File: config.mk
export PLATFORM = sky130hd
export DESIGN_NAME = pdc_out_stage
export DESIGN_NICKNAME = d
export VERILOG_FILES = /design/src/sv/packet_deframer_crc8_unit_assert.svh /design/src/sv/pdc_pkg.sv /design/src/sv/pdc_out_stage.sv
export SDC_FILE = /design/constraint.sdc
export NUM_CORES = 1
export LEC_CHECK = 0
export BUFFER_PORTS_ARGS = -buffer_cell sky130_fd_sc_hd__buf_2
export CORE_UTILIZATION = 42
export CTS_CLUSTER_SIZE = 20
export DETAILED_ROUTE_END_ITERATION = 10
export PLACE_DENSITY_LB_ADDON = 0.3
export SYNTH_ARGS = -nofsm -noshare
export SYNTH_HDL_FRONTEND = slang
export SYNTH_SLANG_ARGS = --single-unit
File: constraint.sdc
create_clock -name clk -period 1.92 [get_ports clk]
set_clock_uncertainty 0.05 [all_clocks]
set_input_delay 0.192 -clock clk [delete_from_list [all_inputs] [get_ports clk]]
set_output_delay 0.192 -clock clk [all_outputs]
set_load 0.01 [all_outputs]
File: src/sv/packet_deframer_crc8_unit_assert.svh
// ---------------------------------------------------------------------------
// Assertion macros for the packet deframer
// Concurrent checks clocked on clk and disabled while arst_n is low.
// ---------------------------------------------------------------------------
`ifndef PACKET_DEFRAMER_CRC8_UNIT_ASSERT_SVH
`define PACKET_DEFRAMER_CRC8_UNIT_ASSERT_SVH

// Check a property in every cycle out of reset
`define PDC_ASSERT(lbl, prop, msg) \
	lbl: assert property (@(posedge clk) disable iff (!arst_n) (prop)) else $error(msg);

// Check that a condition in one cycle implies another in the next cycle
`define PDC_ASSERT_NEXT(lbl, ante, cons, msg) \
	lbl: assert property (@(posedge clk) disable iff (!arst_n) (ante) |=> (cons)) \
		else $error(msg);

`endif

File: src/sv/pdc_pkg.sv
// ---------------------------------------------------------------------------
// pdc_pkg
// Shared constants, codes, item types and the CRC-8 update for the deframer.
// ---------------------------------------------------------------------------
`default_nettype none

package pdc_pkg;

	// Largest payload plus one; a length byte must stay below this
	localparam int PAYLOAD_MAX = 32;
	localparam int LEN_W       = $clog2(PAYLOAD_MAX);
	localparam int CNT_W       = $clog2(PAYLOAD_MAX + 1);
	localparam int LIM_W       = 9;

	localparam logic [7:0] START_MARKER_RST = 8'd213;

	// Frame phases
	localparam logic [2:0] PH_START   = 3'd0;
	localparam logic [2:0] PH_LEN     = 3'd1;
	localparam logic [2:0] PH_PAYLOAD = 3'd2;
	localparam logic [2:0] PH_CRC     = 3'd3;
	localparam logic [2:0] PH_DONE    = 3'd4;

	// Error codes
	localparam logic [1:0] ERR_NONE   = 2'd0;
	localparam logic [1:0] ERR_NOISE  = 2'd1;
	localparam logic [1:0] ERR_LENGTH = 2'd2;
	localparam logic [1:0] ERR_CRC    = 2'd3;

	// Request kinds
	localparam logic KIND_BYTE    = 1'b0;
	localparam logic KIND_RESTART = 1'b1;

	localparam logic [7:0] CRC_POLY = 8'h8C;

	typedef struct packed {
		logic       kind;
		logic [7:0] data_byte;
	} in_item_t;

	typedef struct packed {
		logic [2:0] frame_state;
		logic [1:0] fault_code;
		logic [7:0] payload_byte;
		logic [4:0] payload_index;
		logic       payload_valid;
		logic       packet_ok;
		logic [7:0] running_crc;
		logic [4:0] payload_length;
	} out_item_t;

	// Reflected CRC-8, one byte, unrolled bit by bit
	function automatic logic [7:0] crc8_update(input logic [7:0] crc, input logic [7:0] b);
		logic [7:0] c;
		c = crc ^ b;
		for (int i = 0; i < 8; i++) begin
			if (c[0]) begin
				c = (c >> 1) ^ CRC_POLY;
			end else begin
				c = c >> 1;
			end
		end
		return c;
	endfunction

endpackage

`default_nettype wire

File: src/sv/pdc_out_stage.sv
// ---------------------------------------------------------------------------
// pdc_out_stage
// Result register: holds one result until the downstream side takes it.
// ---------------------------------------------------------------------------
`default_nettype none

module pdc_out_stage import pdc_pkg::*; (
	input  wire logic      clk,
	input  wire logic      arst_n,
	input  wire logic      fire,
	input  wire out_item_t result,
	output logic           space,
	output logic           out_valid,
	input  wire logic      out_ready,
	output out_item_t      out_item
);

	// Free when empty or when the held result leaves this cycle
	assign space = !out_valid || out_ready;

	// Track occupancy
	always_ff @(posedge clk or negedge arst_n) begin
		if (!arst_n) begin
			out_valid <= 1'b0;
		end else if (space) begin
			out_valid <= fire;
		end
	end

	// Load a new result
	always_ff @(posedge clk) begin
		if (fire) begin
			out_item <= result;
		end
	end

endmodule

`default_nettype wire

# Word-level counts from Yosys, hierarchy flattened
# Cells that the tools add are included.
# word_totals
regBits	34
inputBits	37
out_inout_bits	35
# classes
reduce_logical	2
# ops
op	n
1-bit logical NOT	1
1-bit logical OR	1

# Longest topological paths before layout
# logic_depth
ltp_word	2
depth_mapped	2
depth_no_buf	2

# Worst setup path after synthesis
# No wires, ideal clock.
# synth_path
path_type	reg2out
start	register out_valid
end	output space
path_stages_with_launch	2
t_arrival_ns	0.518
n_path_buf	0
t_required_ns	1.678
slack_ns	1.160
path_cell_list	dfrtp_1 nand2b_4
# synth_between
elab_chain_len	2
# synth_rtl
item	line	source
start: declaration	pdc_out_stage.sv:13	output logic out_valid,
start signal: assignment	pdc_out_stage.sv:26	out_valid <= fire;
1-bit logical NOT	pdc_out_stage.sv:19	assign space = !out_valid || out_ready;
1-bit logical OR	pdc_out_stage.sv:19	
end: declaration	pdc_out_stage.sv:12	output logic space,
# Every way passes these cells.

# Worst setup path after layout
# Ends and elaborated chain as after synthesis.

==> run summary <==
First-pass GRT wire length -> 3380 µm
Fin crit share -> 0.613
Clk_lat worst skew -> 310 ps
Final Non-Filler Cells -> 177
Yosys top cell area share -> 0.954
Cell family with most CP delay -> flip-flops
RSZ-0062 raised after global routing -> no
Psw -> 0.300 mW
Post-DP HPWL -> 1250 µm
Footprint of the multi-input gates -> 22.5 µm²
DP Area -> 0.00143 mm²
Tot Pwr -> 1.56 mW
Slew margin rel. -> 0.549
Filler cells -> 120
Final Cell Area -> 0.00184 mm²
Gpl congestion -> 0.739
Post-CTS sizing -> 0
Initial DRC count -> 14
CP startpoint kind -> flip-flop
Largest net degree at the start of global routing -> 35
Crit path max-delay cell type -> dfrtp_1
Synth area leader -> edfxtp_1
Clk pwr share -> 0.305
CP arrival -> 930 ps
Internal Power -> 1.26 mW
Largest cells by area after synthesis -> edfxtp_1 95%, dfrtp_1 2.4%, nand2b_4 1.3%
Final Util -> 0.810
CP max FO -> 2
Wire length per cell -> 13.5 µm
Worst vdd ir -> 0.799 mV
Minimum clock period -> 1180 ps
Fmax -> 850 MHz
Synth Instances -> 36
Worst path bufs/invs -> 1
Final setup fails -> 0
Die area -> 0.00268 mm²
Vias in the first global route -> 782
Final setup margin -> 743 ps
DP Cell Count -> 135
Number of setup buffers added after CTS -> 0
Worst-path cell chain -> nand2b_4 -> buf_2
Post-synthesis sequential area ratio -> 0.978
Flop pwr share -> 0.570
Share of layout cells above drive strength 1 -> 0.530
Drt pass-1 iters -> 4
Grt total ovfl -> 0
Synth unique cells -> 4
Initial antenna violation count -> 0
Via count normalized by instance count -> 4.44
Count of max-cap constraint violations -> 0
Die Span Y -> 51.7 µm
CTS tree -> built
Initial Utilization -> 0.456
Outcome -> completed
HP Class -> input port to flip-flop
I/O pin total -> 72
ANT cells -> 0
Core ar. -> 0.00228 mm²
Yosys reg bits -> 34
Reg area -> 0.00102 mm²
CTS clock-pin slew for the worst setup and hold paths -> 90 ps
Clk sink count -> 34
Syn Area/Cell -> 28.8 µm²
Pwr/cell area -> 848 mW/mm²
Synthesized area -> 0.00104 mm²
Via count -> 785
CTS Buffer Depth -> 2
Die width -> 51.7 µm
Setup_tns -> 0 ps
CP required -> 1680 ps
Hold_buf cts -> 34
Dpl ws -> 739 ps
Clk Tree Root Cell -> clkbuf_4
# DRC -> 0
Critical path class -> flip-flop to primary output
WL final -> 2390 µm
H-Tree Level Count -> 2
Fin. Hold Viols -> 0
CP Capture Type -> primary output
Flop2flop setup slack -> 1220 ps
Syn nets -> 73
Sw frac -> 0.192
Actual slew at the worst max-slew pin -> 677 ps
Comb pwr share -> 0.125
Buffers on Ports -> 71
Peak per-stage delay on the critical path -> 420 ps
Area grow syn2layout -> 77.6%
Synth Warn # -> 0
Tot GR Track Use -> 0.194
Num CTS Buffers -> 5
Final Max Slew Viols -> 0
Worst hold slack -> 91.3 ps
Standard-cell rows -> 17
Leak Pwr -> 0.805 nW
Layout Nets -> 185
Post-route ant nets -> 0
==> state kept, by name, summed over array words and instances (netlist names) <==
register   count
out_item      33
out_valid      1
==> power groups by stage <==
stage          sequential [mW]  clock (mW)  combinational (mW)
2_1_floorplan            0.943           0             0.00488
3_3_place_gp             0.907           0               0.137
5_1_grt                  0.896       0.523               0.210
4_1_cts                  0.892       0.496               0.192
6_report                 0.892       0.478               0.195
3_5_place_dp             0.909           0               0.139
==> final timing paths <==
check	start	endpoint	depth (start not counted)
setup reg to reg	out_valid	out_valid	2
max in group asynchronous	arst_n	out_valid	2
setup / recovery	out_valid	space	2
hold / removal	out_ready	out_valid	3
hold reg to reg	out_valid	out_valid	2
min in group asynchronous	arst_n	out_valid	2
==> cells in the final DEF (no fill, tap or decap) <==
master and n:
nand2b_2 1, dlygate4sd3_1 34, bufinv_16 1, dfrtp_1 1
clkbuf_4 5, edfxtp_1 33, nand2b_4 1, buf_2 71
clkbuf_1 2
==> layer usage <==
metal,part of all wire,vias up,GRT usage
met3,0.074,5,0.0643
li1,-,367,-
met5,0,-,0
met1,0.36,364,0.199
met4,0.021,0,0.0991
met2,0.54,49,0.348
==> worst register-to-register path: cells and delay by family (launching register included) <==
| kind | cells | cell delay (ps) |
|---|---|---|
| flops | 1 | 420 |
| simple gates | 2 | 130 |
==> area by class of cell <==
class                      count  share of cell area
timing repair buffer         105               0.377
clock inverter                 1              0.0163
multi-input combinational      2              0.0122
clock buffer                   7              0.0244
tap                           28              0.0190
sequential                    34               0.551
==> logic make-up after synthesis <==
logic type,share of synthesized area
simple gates,0.0217
flops,0.978
==> synth_stat cells, drive strengths merged <==
cell type,number
edfxtp,33
nand2b,2
dfrtp,1
No activity file was read; power rests on OpenSTA's default activity.
