**config.mk**
```make
export PLATFORM = sky130hd
export DESIGN_NAME = pdc_in_stage
export DESIGN_NICKNAME = d
export VERILOG_FILES = /design/src/sv/packet_deframer_crc8_unit_assert.svh /design/src/sv/pdc_pkg.sv /design/src/sv/pdc_in_stage.sv
export SDC_FILE = /design/constraint.sdc
export NUM_CORES = 1
export LEC_CHECK = 0
export BUFFER_PORTS_ARGS = -buffer_cell sky130_fd_sc_hd__buf_2
export CAP_MARGIN = 20
export CELL_PAD_IN_SITES_DETAIL_PLACEMENT = 1
export CELL_PAD_IN_SITES_GLOBAL_PLACEMENT = 1
export CORE_AREA = 8 8 45 47
export CTS_CLUSTER_SIZE = 30
export DETAILED_ROUTE_END_ITERATION = 7
export DIE_AREA = 0 0 53 55
export PLACE_DENSITY = 0.65
export SLEW_MARGIN = 20
export SYNTH_ARGS = -nofsm -noshare
export SYNTH_HDL_FRONTEND = slang
export SYNTH_SLANG_ARGS = --single-unit
```
**constraint.sdc**
```tcl
create_clock -name clk -period 1.65 [get_ports clk]
set_input_delay 0.0825 -clock clk [delete_from_list [all_inputs] [get_ports clk]]
set_output_delay 0.0825 -clock clk [all_outputs]
set_load 0.02 [all_outputs]
```
**src/sv/packet_deframer_crc8_unit_assert.svh**
```systemverilog
// ---------------------------------------------------------------------------
// Assertion macros for the packet deframer
// Concurrent checks clocked on clk and disabled while arst_n is low.
// ---------------------------------------------------------------------------
`ifndef PACKET_DEFRAMER_CRC8_UNIT_ASSERT_SVH
`define PACKET_DEFRAMER_CRC8_UNIT_ASSERT_SVH

// Check a property in every cycle out of reset
`define PDC_ASSERT(lbl, prop, msg) \
	lbl: assert property (@(posedge clk) disable iff (!arst_n) (prop)) else $error(msg);

// Check that a condition in one cycle implies another in the next cycle
`define PDC_ASSERT_NEXT(lbl, ante, cons, msg) \
	lbl: assert property (@(posedge clk) disable iff (!arst_n) (ante) |=> (cons)) \
		else $error(msg);

`endif

```
**src/sv/pdc_pkg.sv**
```systemverilog
// ---------------------------------------------------------------------------
// pdc_pkg
// Shared constants, codes, item types and the CRC-8 update for the deframer.
// ---------------------------------------------------------------------------
`default_nettype none

package pdc_pkg;

	// Largest payload plus one; a length byte must stay below this
	localparam int PAYLOAD_MAX = 32;
	localparam int LEN_W       = $clog2(PAYLOAD_MAX);
	localparam int CNT_W       = $clog2(PAYLOAD_MAX + 1);
	localparam int LIM_W       = 9;

	localparam logic [7:0] START_MARKER_RST = 8'd213;

	// Frame phases
	localparam logic [2:0] PH_START   = 3'd0;
	localparam logic [2:0] PH_LEN     = 3'd1;
	localparam logic [2:0] PH_PAYLOAD = 3'd2;
	localparam logic [2:0] PH_CRC     = 3'd3;
	localparam logic [2:0] PH_DONE    = 3'd4;

	// Error codes
	localparam logic [1:0] ERR_NONE   = 2'd0;
	localparam logic [1:0] ERR_NOISE  = 2'd1;
	localparam logic [1:0] ERR_LENGTH = 2'd2;
	localparam logic [1:0] ERR_CRC    = 2'd3;

	// Request kinds
	localparam logic KIND_BYTE    = 1'b0;
	localparam logic KIND_RESTART = 1'b1;

	localparam logic [7:0] CRC_POLY = 8'h8C;

	typedef struct packed {
		logic       kind;
		logic [7:0] data_byte;
	} in_item_t;

	typedef struct packed {
		logic [2:0] frame_state;
		logic [1:0] fault_code;
		logic [7:0] payload_byte;
		logic [4:0] payload_index;
		logic       payload_valid;
		logic       packet_ok;
		logic [7:0] running_crc;
		logic [4:0] payload_length;
	} out_item_t;

	// Reflected CRC-8, one byte, unrolled bit by bit
	function automatic logic [7:0] crc8_update(input logic [7:0] crc, input logic [7:0] b);
		logic [7:0] c;
		c = crc ^ b;
		for (int i = 0; i < 8; i++) begin
			if (c[0]) begin
				c = (c >> 1) ^ CRC_POLY;
			end else begin
				c = c >> 1;
			end
		end
		return c;
	endfunction

endpackage

`default_nettype wire

```
**src/sv/pdc_in_stage.sv**
```systemverilog
// ---------------------------------------------------------------------------
// pdc_in_stage
// Input register: captures one request and holds it until it is processed.
// ---------------------------------------------------------------------------
`default_nettype none

module pdc_in_stage import pdc_pkg::*; (
	input  wire logic     clk,
	input  wire logic     arst_n,
	input  wire logic     in_valid,
	output logic          in_ready,
	input  wire in_item_t in_item,
	input  wire logic     space,
	output logic          valid_s1,
	output in_item_t      item_s1
);

	logic advance;

	// Take a new request when empty or when the held one moves on
	assign advance  = !valid_s1 || space;
	assign in_ready = advance;

	// Track occupancy
	always_ff @(posedge clk or negedge arst_n) begin
		if (!arst_n) begin
			valid_s1 <= 1'b0;
		end else if (advance) begin
			valid_s1 <= in_valid;
		end
	end

	// Hold the payload
	always_ff @(posedge clk) begin
		if (advance && in_valid) begin
			item_s1 <= in_item;
		end
	end

endmodule

`default_nettype wire

```
* Yosys cells after proc, flatten, opt, wreduce, memory -nomap -nowiden
Cells that the tools add are included.
Cells by class: reduce and logical (&&, ||, !) cells 3
Operator list (count):
- $logic_and A1 B1 Y1 | 1
- $logic_not A1 Y1 | 1
- $logic_or A1 B1 Y1 | 1
Storage, ports and cells: flip-flop bits (word level) 10, input bits 13, output and inout bits 11, word-level logic and storage cells 6

* Depth between registers and ports, before layout
Gate-level depths: netlist of the first run.
depth after elaboration 3, mapped depth 2

* Worst setup path before layout of the first run
OpenSTA, ideal clock, no wires.
path kind register to register, start register valid_s1, end register item_s1[0] in the netlist's numbering, enable pin, arrival time 0.803 ns, required time 1.349 ns, path slack 0.546 ns, stages on the path, launching flop included 3, buffers on the path 0, clock period less this slack 1.104 ns, path through dfrtp_1 -> nand2b_4 -> and2_4
On the way: word-level cells in the longest chain between the ends 3
RTL lines:
- start, declared | RTL line pdc_in_stage.sv:14 | output logic valid_s1,
- start signal, assigned | RTL line pdc_in_stage.sv:29 | valid_s1 <= in_valid;
- $logic_not A1 Y1 | RTL line pdc_in_stage.sv:21 | assign advance = !valid_s1 || space;
- $logic_or A1 B1 Y1 | RTL line pdc_in_stage.sv:21
- via in_ready | RTL line pdc_in_stage.sv:11 | output logic in_ready,
- $logic_and A1 B1 Y1 | RTL line pdc_in_stage.sv:35 | if (advance && in_valid) begin
- end signal, assigned | RTL line pdc_in_stage.sv:36 | item_s1 <= in_item;
- end, declared | RTL line pdc_in_stage.sv:15 | output in_item_t item_s1
The timed path passes the listed nets, and every way through them passes these cells. A chain may end at the register's enable or synchronous reset.

* Worst setup path after layout of the first run
start register valid_s1, end register item_s1[4] in the netlist's numbering, enable pin
On the way: word-level cells in the longest chain between the ends 3
RTL lines (RTL line):
- $logic_not A1 Y1 | pdc_in_stage.sv:21
- $logic_or A1 B1 Y1 | pdc_in_stage.sv:21
- $logic_and A1 B1 Y1 | pdc_in_stage.sv:35
No other way between the ends.

==> impl_results.md, run 1 <==
* Largest net degree at the start of global routing at 10
* Slowest CP cell: sky130_fd_sc_hd__dfrtp_1
* Power density of the placed cells at 949.1 nW/µm²
* Max rail drop VDD at 0.2847 mV
* Ordered cell list for the critical path: nand2b_4 -> and2_4
* Worst-case setup margin in the final layout at 0.6660 ns
* Insertion delay of the later-clocked pin in the worst-skew pair at around 0.26 ns
* Resized Gates After CTS at 0
* Total routing usage reported by global routing at 6.748%
* Routability cong. at 0.7835
* Share of the synthesized area in the top cell type at a little over four fifths
* Pleak at 0.0002503 µW
* Data arrival time of the worst path at roughly 0.94 ns
* Number of setup buffers added after CTS at 0
* Logic gate share of total power at between 10% and 20%
* Number of nets in the layout at slightly above 60
* Dominant combinational cell family by area after synthesis: simple AND/OR/NAND/NOR gates
* Ant diodes at 0
* Initial DRC count at 4
* Fraction of layout cells with a size suffix above 1 at around three fifths
* Starting utilization of the core area at about a quarter
* CTS clk-pin slew, worst paths at 0.05 ns
* Cells after synthesis at 13
* Count leader, synth: sky130_fd_sc_hd__edfxtp_1
* Number of antenna violations at the first check in global routing at 0
* Number of enable-type register cells in the synthesized netlist at 9
* Yosys top cell by area: sky130_fd_sc_hd__edfxtp_1
* Clock sink count at 10
* Routed vias at 254
* Largest delay share family, worst path: flip-flops
* Path length in cells of the critical path at 2
* Post-synthesis mux area share at 0%
* Post-synthesis share of cell area spent on xor and xnor gates at 0%
* Post-DR wirelength/cell at 13.02 µm
* Synth Area in Adders at 0%
* Remaining max-slew budget at the tightest pin at 91.42%
* Final count of negative-setup-slack endpoints at 0
* WP buf/inv at 0
* Final Hold Vio Count at 0
* Worst hold margin at about 0.013 ns
* Number of H-tree levels at 1
* Sort of element at the start of the critical path: register
* Die extent in x at 53 µm
* Syn Nets at 26
* Number of synthesis warnings at 0
* Std-Cell Core Area at between 1000 and 1500 µm²
* Slowest cell delay on critical path at 0.40 ns
* Post-Synth Simple-Gate Area at 8.880%
* Row count at 14
* Number of cells on the worst reg-to-reg path at 2
* Max Cap Viol at 0
* Average vias per placed instance at around 4.0
* Input/output buffers at 23
* Most numerous cell types in the synthesized netlist: sky130_fd_sc_hd__edfxtp_1 (9), sky130_fd_sc_hd__and2_4 (1), sky130_fd_sc_hd__dfrtp_1 (1), sky130_fd_sc_hd__nand2b_1 (1), sky130_fd_sc_hd__nand2b_4 (1)
* Worst Hold Depth at 1
* Sequential element share of the synthesized area at between 90% and 100%
* Number of iterations in the first detailed-routing pass at 2
* Ports at 24
* Overflow after GRT at 0
* Final TNS setup at 0 ns
* Most used DFF post-synth: sky130_fd_sc_hd__edfxtp_1
* First-pass GRT wire length at 1.331 mm
* Largest cells by area after synthesis: sky130_fd_sc_hd__edfxtp_1 (83%), sky130_fd_sc_hd__dfrtp_1 (7.7%), sky130_fd_sc_hd__nand2b_4 (4.2%), sky130_fd_sc_hd__and2_4 (2.7%), sky130_fd_sc_hd__nand2b_1 (1.9%)
* Post-synthesis sequential element count at 10
* Class of the worst hold path: in2reg
* Footprint of the multi-input gates at 28.78 µm²
* Final WL at 833 µm
* Tcrit/Tclk final at just under 60%
* Total internal power at 423.0 µW
* Post-placement setup slack at 0.6563 ns
* Data required time at the worst endpoint at 1.61 ns
* Maximum clock frequency at 1016 MHz
* Asr flop ratio synth at 10.00%
* Final Skew at 0.005214 ns
* Antenna viol nets, final at 0
* Switching power as a share of total power at 21.19%
* RSZ-0062 raised after global routing: no
* Height of the die at 55 µm
* Measured slew at the worst slew-check pin at 0.1287 ns
* Mean cell area of the mapped netlist at around 25 µm²
* Post-layout minimum cycle time at 0.9840 ns
* TritonCTS clock tree: built
* TritonCTS Buffers at 3
* Synthesis-to-finish area growth at 74.52%
* Vias in the first global route at 272
* DRC errors left at 0
* Net Sw Power at around 110 µW
* Clock power share at 30.5%
* Number of different library cells in the post-synthesis netlist at 5
* Root Buffer Master: sky130_fd_sc_hd__clkbuf_4
* Highest fanout seen on the critical path at 9
* Power Total at roughly 540 µW
* Die ar. at between 2000 and 3000 µm²
* Post-synthesis instance area at 324.1 µm²
* Outcome: completed
* Longest Clk Path Bufs at 2
* Kind of capture point of the worst setup path: register
* Final Max Tran Viols at 0
* Sequential cell area in the final layout at 295.3 µm²
* Worst setup path class: reg2reg
* Compound-gate portion of the synthesized area at 0%
* Sequential Power Share at ~55%
* Filler cell count in the final layout at between 150 and 200
timing repair:
| action | in CTS | in global routing |
|---|---|---|
| hold endpoints to repair | 6 | 2 |
| endpoints found under the setup margin | 0 | 0 |
| hold buffers | 6 | 2 |
power by group through the flow:
stage / combinational (µW) / clock, µW / sequential [µW]
after floorplan: 12.8 / 0 / 321
after global placement: 61.4 / 0 / 302
after detailed placement: 62.7 / 0 / 303
after CTS: 73.8 / 174 / 298
after global routing: 83.3 / 187 / 298
final: 75.9 / 164 / 297
final timing paths:
check	startpoint	to	slack, ns
setup / recovery	valid_s1$_DFFE_PN0P_	item_s1[4]$_DFFE_PP_	0.67
hold / removal	in_item[0]	item_s1[0]$_DFFE_PP_	0.01
setup reg to reg	valid_s1$_DFFE_PN0P_	item_s1[4]$_DFFE_PP_	0.67
hold reg to reg	valid_s1$_DFFE_PN0P_	valid_s1$_DFFE_PN0P_	0.55
max in group asynchronous	arst_n	valid_s1$_DFFE_PN0P_	1.44
min in group asynchronous	arst_n	valid_s1$_DFFE_PN0P_	0.13
stage by stage:
step	instance area [µm²]	instances	util [%]
final	565.5	64	40.87
after global routing	565.5	64	40.87
after CTS	545.5	62	39.42
after detailed placement	459.2	52	33.18
after global placement	459.2	52	33.18
after floorplan	324.1	13	-
per-layer routing:
layer  up-vias  track usage (%)  share of wire (%)
li1        118                -                  -
met2        26            7.227                 32
met5         -                0                  0
met3         4            6.417                 25
met4         0            7.759                3.0
met1       106            6.761                 40
sequential cells by signal (all words and copies together) (netlist names):
signal	flops
item_s1	9
valid_s1	1
worst reg2reg max path, cell delays in order (launching register included):
cell and delay (ns):
sky130_fd_sc_hd__dfrtp_1 0.40, sky130_fd_sc_hd__nand2b_4 0.08, sky130_fd_sc_hd__and2_4 0.20
kinds of logic after synthesis:
family           count (synthesis)
and+or+nand+nor                  3
DFF                             10
cells in the final DEF, fill, tap and decap left out:
cell and n:
sky130_fd_sc_hd__clkbuf_4 3, sky130_fd_sc_hd__dfrtp_1 1, sky130_fd_sc_hd__clkbuf_1 1, sky130_fd_sc_hd__edfxtp_1 9
sky130_fd_sc_hd__buf_2 23, sky130_fd_sc_hd__dlygate4sd3_1 8, sky130_fd_sc_hd__and2_4 1, sky130_fd_sc_hd__nand2b_4 1
sky130_fd_sc_hd__nand2b_1 1
layout make-up:
type	instances	area share, %
flip-flops and latches	10	52.21
repair buffers	31	34.51
well taps	16	3.540
clock buffers	4	4.646
multi-input cells	3	5.088
Note: power is estimated with default switching activity, not from simulation.
==> run 2, diff against run 1 <==
--- a/config.mk
+++ b/config.mk
@@ -9,11 +9,11 @@
 export CAP_MARGIN = 20
 export CELL_PAD_IN_SITES_DETAIL_PLACEMENT = 1
 export CELL_PAD_IN_SITES_GLOBAL_PLACEMENT = 1
-export CORE_AREA = 8 8 45 47
+export CORE_MARGIN = 8
+export CORE_UTILIZATION = 24
 export CTS_CLUSTER_SIZE = 30
 export DETAILED_ROUTE_END_ITERATION = 7
-export DIE_AREA = 0 0 53 55
-export PLACE_DENSITY = 0.65
+export PLACE_DENSITY = 0.67
 export SLEW_MARGIN = 20
 export SYNTH_ARGS = -nofsm -noshare
 export SYNTH_HDL_FRONTEND = slang
==> constraint.sdc (replaced) <==
create_clock -name clk -period 0.9 [get_ports clk]
set_input_delay 0.045 -clock clk [delete_from_list [all_inputs] [get_ports clk]]
set_output_delay 0.045 -clock clk [all_outputs]
set_load 0.02 [all_outputs]
==> impl_results.md, run 2 (synthesis gave the netlist of run 1 again) <==
* Data arrival time of the worst path at between 0.9 and 1 ns
* Sequential Power Share at 50.2%
* Maximum clock frequency at 995.7 MHz
* Height of the die at 52.75 µm
* Max rail drop VDD at ~0.97 mV
* Worst-case setup margin in the final layout at -0.1043 ns
* Insertion delay of the later-clocked pin in the worst-skew pair at 0.25 ns
* Pleak at 0.0002725 µW
* Row count at 13
* Number of antenna violations at the first check in global routing at 0
* Clock sink count at 10
* Starting utilization of the core area at 25.22%
* First-pass GRT wire length at 1.455 mm
* Worst hold margin at 0.01132 ns
* Clock power share at 35.3%
* Highest fanout seen on the critical path at 2
* Longest Clk Path Bufs at 2
* Post-DR wirelength/cell at 13.68 µm
* Vias in the first global route at 295
* Std-Cell Core Area at 1285 µm²
* Total internal power at a little under 900 µW
* Final WL at 903 µm
* Die ar. at between 2000 and 3000 µm²
* Final instance count without filler cells at 66
* Most common cell type on the critical path: sky130_fd_sc_hd__buf_6
* Number of H-tree levels at 1
* Routed vias at 261
* Switching power as a share of total power at between 20% and 30%
* Number of nets in the layout at 65
* Largest net degree at the start of global routing at 10
* Final Max Tran Viols at 0
* Non-Filler Cell Area, Final at 613.1 µm²
* Worst reg2reg startpoint: valid_s1$_DFFE_PN0P_
* Met3 track utilization from global routing at 4.261%
* TritonCTS clock tree: built
* Met2 routing resource usage after global routing at a little under an eighth
* Data required time at the worst endpoint at 0.85 ns
* Fraction of layout cells with a size suffix above 1 at 60.78%
* Average vias per placed instance at 3.955
* Kind of capture point of the worst setup path: output port
* Slowest CP cell: sky130_fd_sc_hd__dfrtp_2
* Final count of negative-setup-slack endpoints at 10
* RSZ-0062 raised after global routing: yes
* Power density of the placed cells at ~1800 nW/µm²
* Max Cap Viol at 0
* Registers with the highest flip-flop counts: item_s1 x9, valid_s1 x1
* Antenna viol nets, final at 0
* Die extent in x at 52.75 µm
* Number of setup buffers added after CTS at 0
* Ordered cell list for the critical path: nand2b_4 -> buf_6 -> buf_6
* Sort of element at the start of the critical path: register
* Highest-count cells in the layout ignoring fill and taps: sky130_fd_sc_hd__buf_2 (22), sky130_fd_sc_hd__dlygate4sd3_1 (10), sky130_fd_sc_hd__edfxtp_1 (9)
* Initial DRC count at 2
* DRC errors left at 0
* Final Skew at around 0.0016 ns
* Logic gate share of total power at between 10% and 20%
* Tcrit/Tclk final at 111.6%
* Number of iterations in the first detailed-routing pass at 2
* Overflow after GRT at 0
* Number of placed cells counting well taps at 52
* Input/output buffers at 23
* Slowest cell delay on critical path at 0.43 ns
* Measured slew at the worst slew-check pin at 0.1246 ns
* TritonCTS Buffers at 3
* Violated checks: setup timing
* Final TNS setup at -1.030 ns
* Placement-stage cell area at 466.7 µm²
* Worst setup path class: reg2out
* Detailed placer's ending HPWL at 742.4 µm
* Post-placement setup slack at -0.09186 ns
* Synthesis-to-finish area growth at 89.19%
* Crit. Startpoint: valid_s1$_DFFE_PN0P_
* CTS clk-pin slew, worst paths at around 0.060 ns
* Post-layout minimum cycle time at around 1 ns
* Net Sw Power at around 220 µW
* Biggest register: item_s1
* Class of the worst hold path: in2reg
* Total routing usage reported by global routing at under 10%
* Root Buffer Master: sky130_fd_sc_hd__clkbuf_4
* Final Hold Vio Count at 0
* Remaining max-slew budget at the tightest pin at roughly 92%
* Ports at 24
* Routability cong. at 0.6854
* Register-to-register setup slack at -0.10 ns
* Critical hold path startpoint: in_valid
* Most common cell after layout, fill and taps aside: sky130_fd_sc_hd__buf_2
* Ant diodes at 0
* Flip-flop count of the largest register after layout at 9
* Most congested layer reported by global routing: met2
* Global routing met1 resource utilization at 7.107%
* Outcome: finished with violations
==> run 2: final timing paths <==
check / end / cells past startpoint
worst max register to register: item_s1[1]$_DFFE_PP_ / 2
max in group asynchronous: valid_s1$_DFFE_PN0P_ / 2
worst max-delay path: in_ready / 3
worst min-delay path: valid_s1$_DFFE_PN0P_ / 2
min in group asynchronous: valid_s1$_DFFE_PN0P_ / 2
worst min register to register: valid_s1$_DFFE_PN0P_ / 3
==> run 2: critical path: cells and delay by family (launching register included) <==
family	cells	cell delay [ns]
and+or+nand+nor	1	0.08
DFF	1	0.43
buffers and inverters	2	0.20
==> run 2: layout make-up <==
class                      instances  area (µm²)
fill                             133       671.9
sequential                        10       296.5
timing repair buffer              34       232.7
clock buffer                       4       36.28
multi-input combinational          3       28.78
tap                               15       18.77
==> run 2: per-layer routing <==
layer	share of wire, %	up-vias
met2	48	20
met3	15	0
li1	-	126
met1	37	115
met4	0	0
met5	0	-
==> run 2: timing repair <==
action                     4_1_cts  5_1_grt
pin swaps                        0        0
hold endpoints to repair        10        0
hold buffers                    10        0
resized for setup                3        0
gates cloned                     0        0
setup endpoints to repair       10       11
==> run 2: power by group through the flow <==
stage               clock network [µW]  logic [µW]  registers [µW]
detailed placement                   0         120             556
finish                             384         158             546
floorplan                            0        23.5             589
global placement                     0         116             554
CTS                                394         161             547
global route                       414         170             549
==> run 2: stage by stage <==
stage,power [µW],util [%]
2_1_floorplan,612.8,-
3_5_place_dp,676.8,36.32
4_1_cts,1101,47.71
3_3_place_gp,670.0,36.32
6_report,1087,47.71
5_1_grt,1133,47.71
==> run 3, diff against run 2 <==
--- a/config.mk
+++ b/config.mk
@@ -14,6 +14,7 @@
 export CTS_CLUSTER_SIZE = 30
 export DETAILED_ROUTE_END_ITERATION = 7
 export PLACE_DENSITY = 0.67
+export SKIP_CTS_REPAIR_TIMING = 1
 export SLEW_MARGIN = 20
 export SYNTH_ARGS = -nofsm -noshare
 export SYNTH_HDL_FRONTEND = slang
==> impl_results.md, run 3 (synthesis gave the netlist of run 1 again) <==
* Vias in the first global route at around 260
* Total routing usage reported by global routing at 6.404%
* Ant diodes at 0
* Outcome: finished with violations
* Number of iterations in the first detailed-routing pass at 2
* Data required time at the worst endpoint at 0.85 ns
* Final Skew at 0.002031 ns
* Most common cell type on the critical path: sky130_fd_sc_hd__buf_6
* Class of the worst hold path: in2reg
* Average vias per placed instance at 3.970
* Total internal power at 868.9 µW
* Fraction of layout cells with a size suffix above 1 at 61.54%
* Die extent in x at between 50 and 60 µm
* Most congested layer reported by global routing: met2
* Power density of the placed cells at roughly 1800 nW/µm²
* Biggest register: item_s1
* Data arrival time of the worst path at 0.96 ns
* Max Cap Viol at 0
* First-pass GRT wire length at 1.276 mm
* Post-layout minimum cycle time at 1.005 ns
* CTS clk-pin slew, worst paths at approximately 0.06 ns
* Height of the die at 52.75 µm
* Global routing met1 resource utilization at 6.281%
* Non-Filler Cell Area, Final at approximately 620 µm²
* Kind of capture point of the worst setup path: output port
* Flip-flop count of the largest register after layout at 9
* Largest net degree at the start of global routing at 10
* Ports at 24
* Worst-case setup margin in the final layout at -0.1051 ns
* Input/output buffers at 23
* Registers with the highest flip-flop counts: item_s1 x9, valid_s1 x1
* RSZ-0062 raised after global routing: yes
* Row count at 13
* Number of H-tree levels at 1
* Remaining max-slew budget at the tightest pin at 91.69%
* Root Buffer Master: sky130_fd_sc_hd__clkbuf_4
* Slowest cell delay on critical path at approximately 0.43 ns
* Ordered cell list for the critical path: nand2b_4 -> buf_6 -> buf_6
* Switching power as a share of total power at 20.41%
* Post-DR wirelength/cell at 13.76 µm
* Met2 routing resource usage after global routing at 9.961%
* Detailed placer's ending HPWL at around 740 µm
* Placement-stage cell area at 466.7 µm²
* Clock sink count at 10
* Max rail drop VDD at 0.9774 mV
* Violated checks: setup timing
* Largest delay share family, worst path: flip-flops
* Filler cell count in the final layout at 134
* Sort of element at the start of the critical path: register
* Measured slew at the worst slew-check pin at ~0.12 ns
* Tcrit/Tclk final at 111.7%
* Pleak at 0.0002771 µW
* Starting utilization of the core area at 25.22%
* WP buf/inv at 2
* DRC errors left at 0
* Most common cell after layout, fill and taps aside: sky130_fd_sc_hd__buf_2
* Final count of negative-setup-slack endpoints at 10
* Highest fanout seen on the critical path at 2
* Final Hold Vio Count at 0
* Number of antenna violations at the first check in global routing at 0
* Routability cong. at between 0.6 and 0.7
* Longest Clk Path Bufs at 2
* Insertion delay of the later-clocked pin in the worst-skew pair at 0.25 ns
* Std-Cell Core Area at 1285 µm²
* Net Sw Power at 222.8 µW
* Overflow after GRT at 0
* Highest-count cells in the layout ignoring fill and taps: sky130_fd_sc_hd__buf_2 (22), sky130_fd_sc_hd__dlygate4sd3_1 (10), sky130_fd_sc_hd__edfxtp_1 (9)
* Slowest CP cell: sky130_fd_sc_hd__dfrtp_2
* TritonCTS Buffers at 3
* Power Total at between 1000 and 1500 µW
* Met3 track utilization from global routing at 3.977%
* Die ar. at 2782 µm²
* Antenna viol nets, final at 0
* Number of nets in the layout at 66
* Logic gate share of total power at 14.9%
* Clock power share at 35.1%
* TritonCTS clock tree: built
* Final WL at 922 µm
* Sequential Power Share at 50.0%
* Final Max Tran Viols at 0
* Worst setup path class: reg2out
* Initial DRC count at 2
* Maximum clock frequency at 994.9 MHz
* Synthesis-to-finish area growth at 91.51%
* Routed vias at 266
-- run 3: cell type report --
type	instances	area, µm²	share of cell area [%]
Sequential cell	10	296.5	47.78
Timing Repair Buffer	35	240.2	38.71
Clock buffer	4	36.28	5.847
Multi-Input combinational cell	3	28.78	4.637
Tap cell	15	18.77	3.024
-- run 3: per-stage QoR --
step	utilization (%)	TNS (ns)	setup slack (ns)	hold WS, ns	cells
final	48.30	-1.037	-0.1051	0.01470	67
after detailed placement	36.32	-0.8251	-0.09186	-0.1767	52
after floorplan	-	-1.522	-0.1692	-0.2506	13
after global routing	48.30	-1.422	-0.1445	0.03393	67
after CTS	39.14	-1.086	-0.1644	-0.4514	56
after global placement	36.32	-0.5225	-0.05813	-0.1803	52
-- run 3: final timing paths --
path,from,to,slack (ns),cells past startpoint
setup / recovery,valid_s1$_DFFE_PN0P_,in_ready,-0.11,3
hold / removal,in_valid,valid_s1$_DFFE_PN0P_,0.01,2
setup reg to reg,valid_s1$_DFFE_PN0P_,item_s1[1]$_DFFE_PP_,-0.11,2
hold reg to reg,valid_s1$_DFFE_PN0P_,valid_s1$_DFFE_PN0P_,0.77,4
max in group asynchronous,arst_n,valid_s1$_DFFE_PN0P_,0.71,2
min in group asynchronous,arst_n,valid_s1$_DFFE_PN0P_,0.09,2
-- run 3: per-layer routing --
| layer | wire length (µm) | vias up |
|---|---|---|
| li1 | - | 128 |
| met1 | 334 | 118 |
| met5 | 0 | - |
| met2 | 454 | 20 |
| met3 | 133 | 0 |
| met4 | 0 | 0 |
-- run 3: power groups by stage --
stage | sequential [µW] | combinational [µW] | clock (µW)
floorplan | 589 | 23.5 | 0
global placement | 554 | 116 | 0
detailed placement | 556 | 120 | 0
CTS | 547 | 121 | 394
global route | 549 | 175 | 414
finish | 546 | 163 | 383
